[config.mk]
export PLATFORM = sky130hd
export DESIGN_NAME = vertex_bbox_center_normalize
export DESIGN_NICKNAME = d
export VERILOG_FILES = /design/src/vbcn_pkg.sv /design/src/vbcn_lane.sv /design/src/vbcn_merge.sv /design/src/vertex_bbox_center_normalize.sv
export SDC_FILE = /design/constraint.sdc
export NUM_CORES = 2
export LEC_CHECK = 0
export ABC_AREA = 1
export BUFFER_PORTS_ARGS = -buffer_cell sky130_fd_sc_hd__buf_2
export CAP_MARGIN = 20
export CORE_UTILIZATION = 65
export CTS_CLUSTER_DIAMETER = 200
export DETAILED_ROUTE_END_ITERATION = 16
export GPL_TIMING_DRIVEN = 0
export PLACE_DENSITY_LB_ADDON = 0.1
export SYNTH_ARGS = -nofsm -noshare
export SYNTH_HDL_FRONTEND = slang
export SYNTH_HIERARCHICAL = 1
export SYNTH_SLANG_ARGS = --single-unit
[constraint.sdc]
create_clock -name clk -period 11.4 [get_ports clk]
set_input_delay 0.57 -clock clk [delete_from_list [all_inputs] [get_ports clk]]
set_output_delay 0.57 -clock clk [all_outputs]
set_load 0.03 [all_outputs]
[src/vbcn_pkg.sv]
package vbcn_pkg;

	localparam int COORD_BITS = 32;
	localparam int FRAC_BITS  = 16;
	localparam int QUO_BITS   = FRAC_BITS + 1;
	localparam int OUT_BITS   = FRAC_BITS + 2;
	localparam int CNT_BITS   = $clog2(FRAC_BITS + 1);

	typedef logic signed [COORD_BITS-1:0] coord_t;
	typedef logic        [COORD_BITS-1:0] ukey_t;
	typedef logic signed [OUT_BITS-1:0]   norm_t;

	localparam ukey_t COORD_SIGN = {1'b1, {(COORD_BITS-1){1'b0}}};
	localparam logic [QUO_BITS-1:0] QUO_ONE = {1'b1, {FRAC_BITS{1'b0}}};

	// Per-cycle commands from the sequencer to every axis lane
	typedef struct packed {
		logic seed;
		logic widen;
		logic load;
		logic prep;
		logic step;
		logic round;
	} lane_ctrl_t;

	// Map a signed coordinate to an order-preserving unsigned key
	function automatic ukey_t okey(input coord_t v);
		okey = ukey_t'(v) ^ COORD_SIGN;
	endfunction

endpackage

[src/vbcn_lane.sv]
module vbcn_lane (
	input  logic                 clk,
	input  logic                 arst_n,
	input  vbcn_pkg::lane_ctrl_t ctrl,
	input  vbcn_pkg::coord_t     coord,
	input  vbcn_pkg::ukey_t      divisor,
	output vbcn_pkg::ukey_t      extent,
	output vbcn_pkg::norm_t      norm
);
	import vbcn_pkg::*;

	coord_t lo_q, hi_q, v_q;
	ukey_t  r_q;
	logic [QUO_BITS-1:0] q_q;
	logic   sat_q, neg_q;

	ukey_t  kc, kl, kh, kv, e, k, p, m_pre;
	logic   below, above, out_sat, in_neg, sat_pre, neg_pre;
	logic [COORD_BITS:0] k2, dx, e2, t, t_abs, r2;
	logic   ge;
	logic [QUO_BITS-1:0] mag;

	// Key compares for bounds and the box extent
	always_comb begin
		kc = okey(coord);
		kl = okey(lo_q);
		kh = okey(hi_q);
		kv = okey(v_q);
		e  = kh - kl;
	end

	assign extent = e;

	// Reduce the centered offset to a magnitude below the divisor, or flag saturation
	always_comb begin
		below = kv < kl;
		above = kv > kh;
		dx    = {1'b0, divisor};
		e2    = {1'b0, e};
		k     = below ? (kl - kv) : (kv - kh);
		k2    = {k, 1'b0};
		p     = kv - kl;
		t     = {p, 1'b0} - e2;
		in_neg = t[COORD_BITS];
		t_abs = in_neg ? (-t) : t;
		out_sat = (k2 >= dx) || (e2 >= dx - k2);
		if (below || above) begin
			neg_pre = below;
			sat_pre = out_sat;
			m_pre   = out_sat ? '0 : COORD_BITS'(k2 + e2);
		end else begin
			neg_pre = in_neg;
			m_pre   = t_abs[COORD_BITS-1:0];
			sat_pre = m_pre >= divisor;
		end
	end

	// One restoring quotient bit per step
	always_comb begin
		r2 = {r_q, 1'b0};
		ge = r2 >= dx;
	end

	// Hold bounds, vertex and divider state
	always_ff @(posedge clk or negedge arst_n) begin
		if (!arst_n) begin
			lo_q  <= '0;
			hi_q  <= '0;
			v_q   <= '0;
			r_q   <= '0;
			q_q   <= '0;
			sat_q <= 1'b0;
			neg_q <= 1'b0;
		end else begin
			if (ctrl.seed) begin
				lo_q <= coord;
				hi_q <= coord;
			end else if (ctrl.widen) begin
				if (kc < kl) lo_q <= coord;
				if (kc > kh) hi_q <= coord;
			end
			if (ctrl.load) v_q <= coord;
			if (ctrl.prep) begin
				r_q   <= m_pre;
				q_q   <= '0;
				sat_q <= sat_pre;
				neg_q <= neg_pre;
			end else if (ctrl.step) begin
				r_q <= ge ? COORD_BITS'(r2 - dx) : COORD_BITS'(r2);
				q_q <= {q_q[QUO_BITS-2:0], ge};
			end else if (ctrl.round) begin
				q_q <= q_q + QUO_BITS'(ge);
			end
		end
	end

	// Apply saturation and sign
	always_comb begin
		mag  = sat_q ? QUO_ONE : q_q;
		norm = neg_q ? norm_t'(-{1'b0, mag}) : norm_t'({1'b0, mag});
	end

endmodule

[src/vbcn_merge.sv]
module vbcn_merge (
	input  logic            clk,
	input  logic            arst_n,
	input  vbcn_pkg::ukey_t ext_x,
	input  vbcn_pkg::ukey_t ext_y,
	input  vbcn_pkg::ukey_t ext_z,
	output vbcn_pkg::ukey_t ext_max,
	input  logic            load,
	input  logic            degen,
	input  logic            last,
	input  vbcn_pkg::norm_t nx,
	input  vbcn_pkg::norm_t ny,
	input  vbcn_pkg::norm_t nz,
	output logic            out_free,
	output logic            out_valid,
	input  logic            out_stall,
	output vbcn_pkg::norm_t x_norm,
	output vbcn_pkg::norm_t y_norm,
	output vbcn_pkg::norm_t z_norm,
	output logic            degenerate,
	output logic            last_out
);
	import vbcn_pkg::*;

	ukey_t m_xy;

	// Pick the largest extent of the three lanes
	always_comb begin
		m_xy    = (ext_y > ext_x) ? ext_y : ext_x;
		ext_max = (ext_z > m_xy) ? ext_z : m_xy;
	end

	assign out_free = !out_valid || !out_stall;

	// Hold the result until the transaction completes
	always_ff @(posedge clk or negedge arst_n) begin
		if (!arst_n) begin
			out_valid <= 1'b0;
		end else if (load) begin
			out_valid <= 1'b1;
		end else if (!out_stall) begin
			out_valid <= 1'b0;
		end
	end

	// Load payload, zeroed when degenerate
	always_ff @(posedge clk) begin
		if (load) begin
			x_norm     <= degen ? '0 : nx;
			y_norm     <= degen ? '0 : ny;
			z_norm     <= degen ? '0 : nz;
			degenerate <= degen;
			last_out   <= last;
		end
	end

endmodule

[src/vertex_bbox_center_normalize.sv]
// Measuring vertex (func 0): accepted every cycle; after the last one of a pass, input
// stalls in S_EXT while the bounds are frozen. Transform vertex (func 1): S_PREP, then
// the one-bit-per-cycle restoring divider in each axis lane; input stalls until S_OUT
// hands the result on. Degenerate transform vertex: skips the divider, goes to S_OUT.
// Asynchronous active-low reset clears control: bounds not ready, next vertex seeds.
module vertex_bbox_center_normalize (
	input  logic             clk,
	input  logic             arst_n,
	input  logic             in_valid,
	output logic             in_stall,
	input  logic             func,
	input  vbcn_pkg::coord_t x_coord,
	input  vbcn_pkg::coord_t y_coord,
	input  vbcn_pkg::coord_t z_coord,
	input  logic             last_in,
	output logic             out_valid,
	input  logic             out_stall,
	output vbcn_pkg::norm_t  x_norm,
	output vbcn_pkg::norm_t  y_norm,
	output vbcn_pkg::norm_t  z_norm,
	output logic             degenerate,
	output logic             last_out
);
	import vbcn_pkg::*;

	typedef enum logic [2:0] {S_IDLE, S_EXT, S_PREP, S_DIV, S_OUT} state_t;

	state_t state_q;
	logic   first_pending_q, bounds_ready_q, degen_q, last_q;
	ukey_t  div_q;
	logic [CNT_BITS-1:0] cnt_q;

	lane_ctrl_t ctrl;
	ukey_t  ext_x, ext_y, ext_z, ext_max;
	norm_t  nx, ny, nz;
	logic   accept, out_free, out_load, cnt_end;

	assign in_stall = state_q != S_IDLE;
	assign accept   = in_valid && !in_stall;
	assign cnt_end  = cnt_q == CNT_BITS'(FRAC_BITS);
	assign out_load = (state_q == S_OUT) && out_free;

	// Decode lane commands
	always_comb begin
		ctrl.seed  = accept && !func && first_pending_q;
		ctrl.widen = accept && !func && !first_pending_q;
		ctrl.load  = accept && func;
		ctrl.prep  = state_q == S_PREP;
		ctrl.step  = (state_q == S_DIV) && !cnt_end;
		ctrl.round = (state_q == S_DIV) && cnt_end;
	end

	// Sequence passes, divider steps and result hand-off
	always_ff @(posedge clk or negedge arst_n) begin
		if (!arst_n) begin
			state_q         <= S_IDLE;
			first_pending_q <= 1'b1;
			bounds_ready_q  <= 1'b0;
			div_q           <= '0;
			degen_q         <= 1'b0;
			last_q          <= 1'b0;
			cnt_q           <= '0;
		end else begin
			unique case (state_q)
				S_IDLE: begin
					if (accept && !func) begin
						if (first_pending_q) bounds_ready_q <= 1'b0;
						first_pending_q <= last_in;
						if (last_in) state_q <= S_EXT;
					end else if (accept) begin
						last_q <= last_in;
						if (!bounds_ready_q || div_q == '0) begin
							degen_q <= 1'b1;
							state_q <= S_OUT;
						end else begin
							degen_q <= 1'b0;
							state_q <= S_PREP;
						end
					end
				end
				S_EXT: begin
					div_q          <= ext_max;
					bounds_ready_q <= 1'b1;
					state_q        <= S_IDLE;
				end
				S_PREP: begin
					cnt_q   <= '0;
					state_q <= S_DIV;
				end
				S_DIV: begin
					cnt_q <= cnt_q + 1'b1;
					if (cnt_end) state_q <= S_OUT;
				end
				S_OUT: begin
					if (out_free) state_q <= S_IDLE;
				end
				default: state_q <= S_IDLE;
			endcase
		end
	end

	vbcn_lane u_lane_x (
		.clk     (clk),
		.arst_n  (arst_n),
		.ctrl    (ctrl),
		.coord   (x_coord),
		.divisor (div_q),
		.extent  (ext_x),
		.norm    (nx)
	);

	vbcn_lane u_lane_y (
		.clk     (clk),
		.arst_n  (arst_n),
		.ctrl    (ctrl),
		.coord   (y_coord),
		.divisor (div_q),
		.extent  (ext_y),
		.norm    (ny)
	);

	vbcn_lane u_lane_z (
		.clk     (clk),
		.arst_n  (arst_n),
		.ctrl    (ctrl),
		.coord   (z_coord),
		.divisor (div_q),
		.extent  (ext_z),
		.norm    (nz)
	);

	vbcn_merge u_merge (
		.clk        (clk),
		.arst_n     (arst_n),
		.ext_x      (ext_x),
		.ext_y      (ext_y),
		.ext_z      (ext_z),
		.ext_max    (ext_max),
		.load       (out_load),
		.degen      (degen_q),
		.last       (last_q),
		.nx         (nx),
		.ny         (ny),
		.nz         (nz),
		.out_free   (out_free),
		.out_valid  (out_valid),
		.out_stall  (out_stall),
		.x_norm     (x_norm),
		.y_norm     (y_norm),
		.z_norm     (z_norm),
		.degenerate (degenerate),
		.last_out   (last_out)
	);

`ifndef SYNTHESIS
	a_div_needs_bounds: assert property (@(posedge clk) disable iff (!arst_n)
		(state_q == S_PREP || state_q == S_DIV) |-> (bounds_ready_q && div_q != '0))
		else $error("divider running without valid bounds");

	a_good_transform_divides: assert property (@(posedge clk) disable iff (!arst_n)
		(accept && func && bounds_ready_q && div_q != '0) |=> (state_q == S_PREP))
		else $error("transform vertex skipped the divider");

	a_ext_sets_ready: assert property (@(posedge clk) disable iff (!arst_n)
		(state_q == S_EXT) |=> (bounds_ready_q && first_pending_q))
		else $error("closing a measuring pass did not freeze bounds");

	a_no_overwrite: assert property (@(posedge clk) disable iff (!arst_n)
		!(out_load && out_valid && out_stall))
		else $error("result overwritten while stalled");
`endif

endmodule
==> flow_metrics.py <==
metrics = {
    "status": {
        "outcome": "complete, no violations",
    },
    "clock_network": {
        "post_cts_resized": 0,
        "cts-root-buf": "clkbuf_16",
        "clk_pin_slew_worst_paths_ns": 0.06,
        "cts_tree": "yes",
        "numCtsBuffers": 60,
        "hold_buffers": 1,
        "postCtsSetupBuffers": 0,
        "cts_sinks": 542,
        "clock_latency_ns": 0.76,
        "clk_path_buf_depth": 3,
        "htreeDepth": 2,
    },
    "setup_path": {
        "regToRegSetupSlack_ns": 1.51,
        "cp_slowest_cell": "clkbuf_1",
        "arrival_ns": 10.59,
        "critical_path_class": "flop to flop",
        "max_stage_delay_ns": 0.83,
        "critPathLaunchType": "flop",
        "worstReg2RegEnd": "u_lane_x/r_q[30]$_DFFE_PN0P_",
        "r2r.worst_path.cells": 46,
        "crit_fanout": 10,
        "cp-end-kind": "flop",
        "crit_start": "u_lane_x/lo_q[3]$_DFFE_PN0P_",
        "rr_startpoint": "u_lane_x/lo_q[3]$_DFFE_PN0P_",
        "worst_ep_required_time_ns": 12.09,
        "crit_top_cell": "nand2_1",
    },
    "synthesis": {
        "syn-num-nets": 14400,
        "synth_cell_types": 88,
        "ys_async_sr_fraction": 0.897,
        "avgSynthCellArea_um2": 6.39,
        "synth.most_common_cell": "nand2_1",
        "synth_enable_flop_cells": 56,
        "netlist_area_um2": 83600,
        "yosysWarningCount": 6,
        "ys_seq_elements": 542,
        "yosys-top-cells-area": "ha_1, nand2_1, dfrtp_1",
        "synth_common_cells": "nand2_1, inv_1, ha_1, a21oi_1, nor2_1",
        "synthFlopType": "dfrtp_1",
        "syn_inst": 13100,
        "yosysTopAreaCellShare": 0.177,
        "synth_top_area_cell": "ha_1",
        "synth-seq-area-share": 0.166,
    },
    "floorplan": {
        "ios": 160,
        "die_y_um": 361,
        "rows": 131,
        "die_width_um": 361,
        "fp.dieArea_um2": 130000,
        "coreArea_um2": 128000,
        "floorplan.initialDensity": 0.656,
    },
    "cells_and_area": {
        "drive_gt1_frac": 0.0664,
        "stdcell_area_um2": 89200,
        "synthToLayoutAreaGrowth_pct": 6.63,
        "nets": 14600,
        "final_cells": 15000,
    },
    "placed_design": {
        "dp_hpwl_um": 269000,
        "dp_cells": 14900,
        "place.gp.congestion": 1.12,
        "portBuffers": 159,
        "place_area_um2": 86800,
    },
    "global_routing": {
        "grt_pass1_wl_um": 506000,
        "antenna_found_initial": 15,
        "grt_max_degree": 119,
        "grt_use_total": 0.498,
        "overflow": 0,
        "grt_pass1_vias": 90500,
    },
    "drt": {
        "vias_per_cell": 6.37,
        "drc": 0,
        "drt_iter0_drc": 13800,
        "route.detailed.wl_per_inst_um": 22.4,
        "postRouteAntennaNets": 0,
        "via_count": 95900,
        "finalWirelength_um": 337000,
        "drt_pre_antenna_iters": 13,
    },
    "timing": {
        "drv_slew": 0,
        "period_minus_slack_ns": 9.89,
        "skew_ns": 0.0864,
        "finalSetupTns_ns": 0,
        "grt_setup_unrepaired": "false",
        "slew_headroom": 0.100,
        "max_freq_mhz": 101,
        "hold_viol": 0,
        "timing.hold.ws_ns": 0.0629,
        "finalCritPeriodShare": 0.868,
        "tightest_slew_ns": 1.35,
        "setup_viol": 0,
    },
    "min_path": {
        "hold_path_end": "u_lane_x/v_q[31]$_DFFE_PN0P_",
        "hp-class": "input port to flop",
        "hold-path-cell-count": 3,
        "min_from": "x_coord[31]",
    },
    "job": {
        "cap_violations": 0,
    },
}
-- cell type report --
| type | count | area [um2] |
|---|---|---|
| well taps | 1662 | 2080 |
| multi-input cells | 10300 | 61000 |
| diodes | 11 | 27.5 |
| repair buffers | 192 | 1210 |
| plain buffers | 271 | 1410 |
| inverters | 1955 | 7340 |
| clock buffers | 76 | 1640 |
| flip-flops and latches | 542 | 13800 |
| fillers | 10800 | 38400 |
| clock inverters | 34 | 568 |
-- metal layers --
layer / track usage / up-vias / wire length, um
li1: - / 43600 / -
met1: 0.597 / 43700 / 123000
met2: 0.760 / 6837 / 140000
met3: 0.123 / 1729 / 41100
met4: 0.398 / 10 / 31900
met5: 0 / - / 64
-- placed cells by master, fill, tap and decap left out, drive strengths merged, types with 24 or more instances in the layout --
| cell type | netlist | final |
|---|---|---|
| o21ai | 968 | 968 |
| nor2 | 1020 | 1020 |
| nand3b | 39 | 39 |
| o21a | 47 | 47 |
| nand3 | 741 | 741 |
| buf | 117 | 307 |
| nor4 | 39 | 39 |
| nand2 | 3541 | 3541 |
| clkbuf | 154 | 231 |
| nor3 | 158 | 158 |
| a31oi | 51 | 51 |
| a21oi | 1108 | 1108 |
| xnor2 | 230 | 230 |
| o21bai | 72 | 72 |
| fa | 24 | 24 |
| nand4 | 188 | 188 |
| inv | 1950 | 1953 |
| a21o | 62 | 62 |
| a211oi | 27 | 27 |
| o211ai | 128 | 128 |
| ha | 1182 | 1182 |
| or2 | 54 | 54 |
| edfxtp | 56 | 56 |
| dfrtp | 485 | 485 |
| a21boi | 27 | 27 |
| xor2 | 411 | 411 |
| o22ai | 39 | 39 |
-- stage by stage --
stage | worst slack [ns] | utilization
6_report | 1.51 | 0.699
5_1_grt | 1.21 | 0.699
4_1_cts | 2.01 | 0.698
3_5_place_dp | 2.06 | 0.681
3_3_place_gp | -0.390 | 0.678
2_1_floorplan | 4.74 | -
-- worst max-delay path by stage --
| stage | to | slack (ns) | cells after the start |
|---|---|---|---|
| 2_1_floorplan | u_merge/degenerate$_DFFE_PP_ | 4.74 | 3 |
| 3_3_place_gp | u_lane_y/v_q[30]$_DFFE_PN0P_ | -0.39 | 1 |
| 3_5_place_dp | u_lane_x/r_q[29]$_DFFE_PN0P_ | 2.06 | 47 |
| 4_1_cts | u_lane_x/r_q[30]$_DFFE_PN0P_ | 2.01 | 47 |
| 5_1_grt | u_lane_x/r_q[30]$_DFFE_PN0P_ | 1.21 | 46 |
| 6_report | u_lane_x/r_q[30]$_DFFE_PN0P_ | 1.51 | 46 |
-- worst max-delay path, delay by kind of cell (launching register included) --
kind / cells / cell delay, ns
compound gates: 11 / 2.57
buf+inv: 8 / 2.76
flops: 1 / 0.39
xor+xnor: 1 / 0.22
simple gates: 23 / 2.89
fa+ha+maj: 3 / 0.98
-- cell families after synthesis --
kind of cell             synth area share
AO/OA/AOI/OAI                       0.177
adder cells (fa/ha/maj)             0.183
buffers and inverters               0.105
XOR/XNOR                           0.0691
AND/OR/NAND/NOR                     0.298
multiplexers                      0.00301
flip-flops                          0.166
Power is left out: the tool's default activity adds up to more than one toggle a clock period on the data nets, which glitch-free logic cannot reach.
